<file path="config.mk">
export PLATFORM = sky130hd
export DESIGN_NAME = bba_ctrl
export DESIGN_NICKNAME = d
export VERILOG_FILES = /design/src/hdl/bba_pkg.sv /design/src/hdl/bba_ctrl.sv
export SDC_FILE = /design/constraint.sdc
export NUM_CORES = 1
export LEC_CHECK = 0
export BUFFER_PORTS_ARGS = -buffer_cell sky130_fd_sc_hd__buf_4
export CAP_MARGIN = 20
export CORE_MARGIN = 2
export CORE_UTILIZATION = 39
export DETAILED_ROUTE_END_ITERATION = 7
export GPL_TIMING_DRIVEN = 0
export MAX_ROUTING_LAYER = met4
export PLACE_DENSITY = 0.81
export SLEW_MARGIN = 20
export SYNTH_ARGS = -nofsm -noshare
export SYNTH_HDL_FRONTEND = slang
export SYNTH_SLANG_ARGS = --single-unit
export TNS_END_PERCENT = 5
</file>
<file path="constraint.sdc">
create_clock -name i_clk -period 1.6 [get_ports i_clk]
set_input_delay 0.32 -clock i_clk [delete_from_list [all_inputs] [get_ports i_clk]]
set_output_delay 0.32 -clock i_clk [all_outputs]
set_load 0.01 [all_outputs]
</file>
<file path="src/hdl/bba_pkg.sv">
// Shared types and constants for the buddy block allocator.
`default_nettype none
package bba_pkg;

    localparam int POOL_BLOCKS_DEF = 1024;
    localparam int ORDER_SLOTS_DEF = 11;
    localparam int ORD_W           = 4;   // orders up to 15

    localparam logic [1:0] REQ_ALLOC = 2'd0;
    localparam logic [1:0] REQ_FREE  = 2'd1;
    localparam logic [1:0] REQ_INIT  = 2'd2;

    localparam int REG_TOTAL = 0;

    typedef enum logic [1:0] {
        ST_DONE   = 2'd0,
        ST_REJECT = 2'd1,
        ST_NOFREE = 2'd2
    } t_status;

    typedef enum logic [3:0] {
        S_IDLE,
        S_DECODE,
        S_IPUSH,
        S_ASRCH,
        S_APOP,
        S_ASPLIT,
        S_FCHK,
        S_FWALK,
        S_FNEXT,
        S_FUNL,
        S_FPUSH,
        S_DONE
    } t_state;

    typedef struct packed {
        logic    load_req;
        logic    init_start;
        logic    init_push;
        logic    alloc_start;
        logic    srch_inc;
        logic    pop_rd;
        logic    pop_wr;
        logic    split_push;
        logic    alloc_fin;
        logic    free_start;
        logic    chk_start;
        logic    walk_rd;
        logic    hit_rd;
        logic    next_ld;
        logic    unl;
        logic    free_push;
        logic    set_st;
        t_status st;
        logic    res_load;
    } t_cmd;

    typedef struct packed {
        logic [1:0] req;
        logic       alloc_bad;
        logic       free_bad;
        logic       init_bad;
        logic       rem_zero;
        logic       srch_end;
        logic       head_empty;
        logic       split_end;
        logic       chk_top;
        logic       walk_end;
        logic       walk_hit;
        logic       out_free;
    } t_sts;

endpackage
`default_nettype wire

</file>
<file path="src/hdl/bba_ctrl.sv">
// Request sequencer for the buddy allocator.
`default_nettype none
module bba_ctrl (
    input  wire logic          i_clk,
    input  wire logic          i_rst_n,
    input  wire logic          i_in_valid,
    output logic               o_in_stall,
    input  wire bba_pkg::t_sts i_sts,
    output bba_pkg::t_cmd      o_cmd
);
    import bba_pkg::*;

    t_state r_state, n_state;

    always_ff @(posedge i_clk) begin
        if (!i_rst_n) begin
            r_state <= S_IDLE;
        end else begin
            r_state <= n_state;
        end
    end

    always_comb begin
        n_state = r_state;
        case (r_state)
            S_IDLE:   if (i_in_valid) n_state = S_DECODE;
            S_DECODE: begin
                case (i_sts.req)
                    REQ_ALLOC: n_state = i_sts.alloc_bad ? S_DONE : S_ASRCH;
                    REQ_FREE:  n_state = i_sts.free_bad ? S_DONE : S_FCHK;
                    REQ_INIT:  n_state = i_sts.init_bad ? S_DONE : S_IPUSH;
                    default:   n_state = S_DONE;
                endcase
            end
            S_IPUSH:  if (i_sts.rem_zero) n_state = S_DONE;
            S_ASRCH: begin
                if (i_sts.srch_end) n_state = S_DONE;
                else if (!i_sts.head_empty) n_state = S_APOP;
            end
            S_APOP:   n_state = S_ASPLIT;
            S_ASPLIT: if (i_sts.split_end) n_state = S_DONE;
            S_FCHK:   n_state = i_sts.chk_top ? S_FPUSH : S_FWALK;
            S_FWALK: begin
                if (i_sts.walk_end) n_state = S_FPUSH;
                else if (i_sts.walk_hit) n_state = S_FUNL;
                else n_state = S_FNEXT;
            end
            S_FNEXT:  n_state = S_FWALK;
            S_FUNL:   n_state = S_FCHK;
            S_FPUSH:  n_state = S_DONE;
            S_DONE:   if (i_sts.out_free) n_state = S_IDLE;
            default:  n_state = S_IDLE;
        endcase
    end

    always_comb begin
        o_cmd = '0;
        o_cmd.st = ST_DONE;
        o_in_stall = (r_state != S_IDLE);
        case (r_state)
            S_IDLE:   o_cmd.load_req = i_in_valid;
            S_DECODE: begin
                case (i_sts.req)
                    REQ_ALLOC: begin
                        o_cmd.alloc_start = !i_sts.alloc_bad;
                        o_cmd.set_st = i_sts.alloc_bad;
                    end
                    REQ_FREE: begin
                        o_cmd.free_start = !i_sts.free_bad;
                        o_cmd.set_st = i_sts.free_bad;
                    end
                    REQ_INIT: begin
                        o_cmd.init_start = !i_sts.init_bad;
                        o_cmd.set_st = i_sts.init_bad;
                    end
                    default:  o_cmd.set_st = 1'b1;
                endcase
                o_cmd.st = ST_REJECT;
            end
            S_IPUSH: begin
                o_cmd.init_push = !i_sts.rem_zero;
                o_cmd.set_st = i_sts.rem_zero;
            end
            S_ASRCH: begin
                if (i_sts.srch_end) begin
                    o_cmd.set_st = 1'b1;
                    o_cmd.st = ST_NOFREE;
                end else if (i_sts.head_empty) begin
                    o_cmd.srch_inc = 1'b1;
                end else begin
                    o_cmd.pop_rd = 1'b1;
                end
            end
            S_APOP:   o_cmd.pop_wr = 1'b1;
            S_ASPLIT: begin
                o_cmd.split_push = !i_sts.split_end;
                o_cmd.alloc_fin = i_sts.split_end;
                o_cmd.set_st = i_sts.split_end;
            end
            S_FCHK:   o_cmd.chk_start = !i_sts.chk_top;
            S_FWALK: begin
                if (!i_sts.walk_end) begin
                    o_cmd.hit_rd = i_sts.walk_hit;
                    o_cmd.walk_rd = !i_sts.walk_hit;
                end
            end
            S_FNEXT:  o_cmd.next_ld = 1'b1;
            S_FUNL:   o_cmd.unl = 1'b1;
            S_FPUSH: begin
                o_cmd.free_push = 1'b1;
                o_cmd.set_st = 1'b1;
            end
            S_DONE:   o_cmd.res_load = i_sts.out_free;
            default:  o_cmd = '0;
        endcase
    end

endmodule
`default_nettype wire

</file>
Word-level counts from Yosys, hierarchy flattened
Cells that the tools add are included.

storage, ports and cells
  logic and storage cells = 69
  register bits after elaboration = 4
  output and inout port bits = 21

cells by class
  reductions and logical operators = 11
  equality and inequality tests = 18
  multiplexer cells = 39

operators by type and width
  kind                  count
  $pmux W4 S12          1
  $mux W4               10
  $mux W1               17
  $eq A4 B3 Y1 const B  4
  $eq A4 B4 Y1 const B  4
  $mux W2               6
  $pmux W4 S3           1
  $eq A4 B2 Y1 const B  2
  $ne A2 B2 Y1 const B  4
  $logic_not A1 Y1      7
  $pmux W1 S5           1
  $reduce_and A5 Y1     1
  $eq A4 B1 Y1 const B  1
  $logic_not A4 Y1      1
  $pmux W2 S2           1
  $reduce_bool A4 Y1    1
  $mux W3               1
  $ne A3 B3 Y1 const B  1
  $pmux W1 S3           1
  $eq A2 B1 Y1 const B  1
  $eq A2 B2 Y1 const B  1
  $logic_not A2 Y1      1

Longest topological paths before layout
Gate-level depths: netlist of run 1.

  depth in word-level cells = 3
  mapped depth = 6
  mapped depth without buffers = 4

Least setup slack after synthesis of run 1
No wires, ideal clock.

  kind = register -> output
  from = register r_state[2]
  to = output o_cmd[3] in the netlist's numbering
  data arrival time = 1.414 ns
  setup slack = -0.134 ns
  buffers on the path = 1
  cell stages (with the launch flop) = 6
  cell sequence = dfxtp_1 -> buf_4 -> and4bb_2 -> and2_1 -> a21oi_2 -> or3b_1

RTL lines
  item                    line            RTL
  start, declared         bba_ctrl.sv:13  t_state r_state, n_state;
  start signal, assigned  bba_ctrl.sv:19  r_state <= n_state;
  end, declared           bba_ctrl.sv:9   output bba_pkg::t_cmd o_cmd

==> flow_summary_export.csv, run 1 <==
group,metric,value,unit
critical_path,critical_path.top_delay_family,"simple AND/OR/NAND/NOR gates",
critical_path,start_kind,"flip-flop",
timing,rsz0062_at_grt,"true",
timing,worst_slack,-0.427,ns
logic_synthesis,synth.most_common_cell,"nor2_1",
critical_path,path_common_cell,"buf_6",
routing,wl_per_cell,16.4,um
cts,clk_latency,0.23,ns
cts,clk_path_buf_depth,2,
global_route,grt_pass1_wl,3.65,mm
timing,tightestPinTransition,0.479,ns
timing,hold_viol_final,0,
cts,cts_tree,"built",
logic_synthesis,synth_top_area_cell,"dfxtp_1",
logic_synthesis,synth_nets,111,
placement,dp.cells,148,
critical_path,worst-path-buf-inv,2,
floorplan,rows,15,
timing,setup_viol_count_final,18,
critical_path,crit_required,1.28,ns
logic_synthesis,yosysWarnings,0,
placement,dp_hpwl,1.59,mm
timing,maxSlewHeadroom,68.0,%
timing,max_freq,493,MHz
global_route,grt_pass1_vias,829,
timing,fin_crit_sh,127,%
final_layout,final_nets,160,
final_layout,largest-register,"r_state",
cts,h-tree-depth,1,
critical_path,cp_max_fo,3,
floorplan,core_area,0.00167,mm2
final_layout,largest_reg_flops,4,
final_layout,multi_input_area,616,um2
final_layout,reg.largest.list,"r_state (4)",
run_status,status,"finished with violations",
critical_path,slowest_delay,0.39,ns
critical_path,crit_type,"reg -> out",
global_route,overflow,0,
logic_synthesis,synth_edf_count,0,
worst_hold_path,holdCritPathClass,"in -> reg",
routing,drc,0,
floorplan,initial_core_util,40.3,%
routing,dr.pass1.iters,4,
worst_hold_path,min_path_cells,2,
critical_path,ff2ff_path_depth,6,
floorplan,fp.dieW,45.5,um
final_layout,area_delta_synth_final,79.2,%
final_layout,antenna_cells,0,
placement,io_buffers,36,
cts,cts_buffers,3,
floorplan,ios,37,
power,power_leakage,0.591,nW
logic_synthesis,ys_top_cells_by_area,"dfxtp_1 (12%), nand2b_1 (4.6%), a21oi_1 (4.5%), nor2_1 (4.5%), nor4_1 (3.7%)",
logic_synthesis,ys_types,43,
final_layout,final_cells,159,
floorplan,die_area,0.00207,mm2
timing,finalSetupTns,-2.51,ns
logic_synthesis,seq_area_frac_synth,11.9,%
final_layout,nFillCells,127,
timing,period_needed,2.03,ns
cts,numClockSinks,4,
routing,viasPerCell,6.04,
logic_synthesis,yosys-top-cells-count,"nor2_1 (8), a21oi_1 (6), inv_1 (5), nand2_1 (5), nand2b_1 (5)",
routing,wl,2.61,mm
critical_path,crit_slowest_cell,"or3b_4",
logic_synthesis,synth_seq_cells,4,
routing,drt_iter0_drc,33,
cts,clk_pin_slew,0.04,ns
critical_path,setup.worst_path.end_class,"primary output",
final_layout,drive_above_1_share,54.2,%
logic_synthesis,synth_top_area_share,11.9,%
logic_synthesis,syn-cell-area,673,um2
logic_synthesis,synthFlopType,"dfxtp_1",
logic_synthesis,avgSynthCellArea,7.09,um2
critical_path,crit_chain,"buf_6 -> and4bb_2 -> and2_4 -> a21oi_4 -> or3b_4 -> buf_6",
floorplan,die_h,45.5,um
global_route,antenna_found_initial,0,
critical_path,cp.depth,6,
job,drv_cap,0,
logic_synthesis,ys_async_sr_fraction,0,%
final_layout,seqCellArea,83.8,um2
routing,ant_nets,0,
cts,root_buffer,"clkbuf_4",
timing,finClkSkew,0.00309,ns
global_route,grt_max_degree,11,
critical_path,worst_ep_arrival_time,1.71,ns
timing,slew_viol_final,0,
routing,via_count,960,
power,p_per_area,1360,mW/mm2
logic_synthesis,syn_inst,95,
run_status,violations,"setup timing",
placement,gp_congestion,0.986,
power,vdd_drop_max,0.784,mV
global_route,track_usage,24.6,%
power by group:
part | leakage [nW] | internal, W | switching (W)
logic | 0.543 | 0.000698 | 0.000643
registers | 0.0341 | 0.000143 | 0.0000355
clock network | 0.0138 | 0.0000836 | 0.0000373
total | 0.591 | 0.000925 | 0.000715
logic make-up (layout without fill, tap and decap cells):
logic type | after synthesis | count (layout) | share of synthesized area [%]
multiplexers | 1 | 1 | 1.49
AND/OR/NAND/NOR | 53 | 53 | 50.9
AO/OA/AOI/OAI | 24 | 24 | 26.2
buffers and inverters | 13 | 60 | 9.48
flip-flops | 4 | 4 | 11.9
layout by cell type (no fill, tap or decap), types with 3 or more instances in the layout:
master	count
nor3_1	3
buf_4	42
buf_6	8
and3_1	3
nand2_1	4
dfxtp_2	3
a21oi_1	6
a21o_1	3
nor2b_1	3
nand2b_1	3
nor2_1	6
inv_1	5
nor2_4	3
nor4_2	3
clkbuf_4	3
stage by stage:
stage	total power, W	utilization, %	instance area (um2)	setup slack, ns	hold WS (ns)
2_1_floorplan	0.000825	-	683	-0.0793	0.472
3_3_place_gp	0.00111	58.4	975	-0.356	0.597
3_5_place_dp	0.00113	58.4	975	-0.365	0.591
4_1_cts	0.00155	70.6	1180	-0.468	0.343
5_1_grt	0.00174	72.2	1210	-0.464	0.359
6_report	0.00164	72.2	1210	-0.427	0.358
path summary, 6_finish.rpt:
kind	end	slack, ns	from
setup / recovery	o_cmd[3]	-0.43	r_state[2]
hold / removal	r_state[0]	0.36	i_rst_n
setup reg to reg	r_state[1]	0	r_state[1]
hold reg to reg	r_state[1]	0.77	r_state[1]
routing by layer:
layer  up-vias  wire (um)  GRT usage, %
met2        38       1360          41.1
met3         4        129          2.78
met5         -          0             -
li1        458          -             -
met1       460       1090          29.7
met4         0         34          10.0
cell type report:
class	instances	area share [%]
buffer	7	7.88
clock buffer	3	1.87
inverter	5	1.56
multi-input combinational	78	51.0
sequential	4	6.95
tap	17	1.76
timing repair buffer	45	28.9
repair_timing:
action                                  4_1_cts  5_1_grt
hold buffers                                  0        0
hold endpoints to repair                      0        0
setup buffers                                 5        4
pin swaps                                     6        4
resized for setup                            35        2
endpoints found under the setup margin       20       24
No activity file was read; power rests on OpenSTA's default activity.
==> run 2, diff against run 1 <==
- BUFFER_PORTS_ARGS: -buffer_cell sky130_fd_sc_hd__buf_4 -> -buffer_cell sky130_fd_sc_hd__buf_2
- CAP_MARGIN: 20 -> 5
- CORE_ASPECT_RATIO: not set -> 1.2
==> run 2 against run 1 <==
Final cell count grew 0.63%. Clock power grew 3%. Via count shrank 2.0%. Global-route usage shrank 2.5 points. The flow still finishes with violations (setup timing). Die area is essentially flat. Maximum frequency grew 1.9%. Clock skew shrank 0.00067 ns. Largest cell class unchanged. Count of clock-buffer cells in the layout is the same. Worst setup slack gained 0.037 ns. Non-clock buffer count is the same. Wire length shrank 9.7%. Highest routed layer unchanged. Power shrank 4.1%.
==> flow_summary_export.csv, run 2 (synthesis gave the netlist of run 1 again) <==
group,metric,value,unit
run_status,status,"finished with violations",
run_status,violations,"setup timing",
timing,period_needed,1.99,ns
routing,dr.pass1.iters,4,
power,p_seq_share,11.8,%
global_route,overflow,0,
floorplan,core_area,0.00162,mm2
cts,cts_buffers,3,
critical_path,slowest_delay,0.56,ns
job,drv_cap,0,
critical_path,crit_type,"reg -> out",
critical_path,cp_max_fo,5,
placement,gp_congestion,0.884,
routing,via_count,941,
critical_path,r2r_slack,-0.03,ns
placement,dp_hpwl,1.56,mm
routing,wl_per_cell,14.8,um
critical_path,crit_required,1.28,ns
worst_hold_path,holdCritPathClass,"in -> reg",
critical_path,critical_path.top_delay_family,"simple AND/OR/NAND/NOR gates",
placement,io_buffers,36,
critical_path,crit_slowest_cell,"or4b_4",
power,power_leakage,0.579,nW
power,switching_share,45.6,%
timing,slew_viol_final,0,
floorplan,die_h,49.5,um
timing,fin_crit_sh,124,%
final_layout,reg.largest.list,"r_state (4)",
global_route,grt_pass1_wl,3.45,mm
cts,numClockSinks,4,
global_route,grt_pass1_vias,809,
global_route,antenna_found_initial,0,
cts,hold_buffers,0,
global_route,grt_max_degree,11,
timing,maxSlewHeadroom,71.4,%
floorplan,ios,37,
final_layout,final_cell_mix,"buf_2 (35), buf_4 (10), a21oi_1 (6)",
power,combPwrFrac,80.2,%
timing,hold_viol_final,0,
final_layout,largest-register,"r_state",
floorplan,fp.dieW,41.9,um
final_layout,drive_above_1_share,59.9,%
power,p_per_area,1380,mW/mm2
cts,root_buffer,"clkbuf_4",
critical_path,worst-path-buf-inv,1,
final_layout,seqCellArea,87.6,um2
timing,setup_viol_count_final,19,
cts,clk_path_buf_depth,2,
timing,worst_slack,-0.390,ns
routing,ant_nets,0,
cts,clk_pin_slew,0.04,ns
critical_path,cp.depth,5,
cts,clk_latency,0.24,ns
routing,drc,0,
cts,cts_tree,"built",
final_layout,antenna_cells,0,
power,net-switching-power,0.000718,W
timing,rsz0062_at_grt,"true",
critical_path,crit_chain,"or4b_4 -> nor2_4 -> a21oi_4 -> or3b_4 -> buf_6",
critical_path,r2r_start,"r_state[2]",
global_route,track_usage,22.1,%
critical_path,start_kind,"flip-flop",
final_layout,final_common_cell,"buf_2",
timing,finClkSkew,0.00241,ns
floorplan,initial_core_util,41.5,%
floorplan,die_area,0.00208,mm2
final_layout,nFillCells,129,
critical_path,ff2ff_path_depth,7,
power,intPower,0.000856,W
placement,pre_cts_slack,-0.379,ns
final_layout,final_nets,160,
final_layout,largest_reg_flops,4,
power,fin_total_pwr,0.00157,W
final_layout,multi_input_area,648,um2
critical_path,reg2reg_to,"r_state[1]",
timing,max_freq,503,MHz
timing,tightestPinTransition,0.428,ns
critical_path,critPathCapture,"o_cmd[3]",
critical_path,setup.worst_path.end_class,"primary output",
routing,drt_iter0_drc,14,
critical_path,crit_start,"r_state[1]",
final_layout,fin_util,70.1,%
power,vdd_drop_max,0.773,mV
cts,h-tree-depth,1,
power,clkPwrFrac,8.0,%
routing,viasPerCell,5.88,
floorplan,rows,16,
final_layout,area_delta_synth_final,68.8,%
routing,wl,2.36,mm
critical_path,worst_ep_arrival_time,1.67,ns
[run 2: cell types whose count changed in the layout (fill, tap and decap cells not counted), sizes merged]
cell    delta
buf        +2
clkbuf     -2
[run 2: repair_timing]
action,CTS,global route
gates resized for setup,25,20
buffers inserted,7,2
pin swaps,5,5
setup endpoints to repair,18,25
endpoints found under the hold margin,0,0
[run 2: routing by layer]
layer  share of wire [%]  GRT usage (%)  vias to the layer above
met2                  51           35.4                       44
met5                   0              -                        -
li1                    -              -                      452
met4                 2.4           11.3                        0
met3                 7.1           4.76                        6
met1                  39           25.8                      439
[run 2: how the worst min path moves through the flow]
| stage | start | end | slack (ns) | cells after the start |
|---|---|---|---|---|
| 2_1_floorplan | i_rst_n | r_state[0] | 0.47 | 1 |
| 3_3_place_gp | i_rst_n | r_state[0] | 0.61 | 2 |
| 3_5_place_dp | i_rst_n | r_state[0] | 0.61 | 2 |
| 4_1_cts | i_rst_n | r_state[0] | 0.36 | 2 |
| 5_1_grt | i_rst_n | r_state[0] | 0.38 | 2 |
| 6_report | i_rst_n | r_state[0] | 0.36 | 2 |
[run 2: power groups by stage]
stage | sequential, W | combinational [W] | clock, W
after detailed placement | 0.000162 | 0.000898 | 0
after global placement | 0.000162 | 0.000890 | 0
after CTS | 0.000180 | 0.00110 | 0.000129
final | 0.000185 | 0.00126 | 0.000125
after floorplan | 0.000157 | 0.000668 | 0
after global routing | 0.000189 | 0.00135 | 0.000137
[run 2: final cells by class]
class                      count  area share (%)
sequential                     4            7.71
tap                           18            1.98
clock buffer                   3            1.98
buffer                         7            6.72
inverter                       5            1.65
timing repair buffer          45            22.9
multi-input combinational     78            57.0
[run 2: stage by stage]
stage,hold WS (ns),cells,area [um2],TNS (ns)
2_1_floorplan,0.472,95,683,-0.132
3_3_place_gp,0.614,149,886,-0.783
3_5_place_dp,0.608,149,886,-0.853
4_1_cts,0.363,158,1040,-2.07
5_1_grt,0.377,160,1140,-3.42
6_report,0.362,160,1140,-2.33
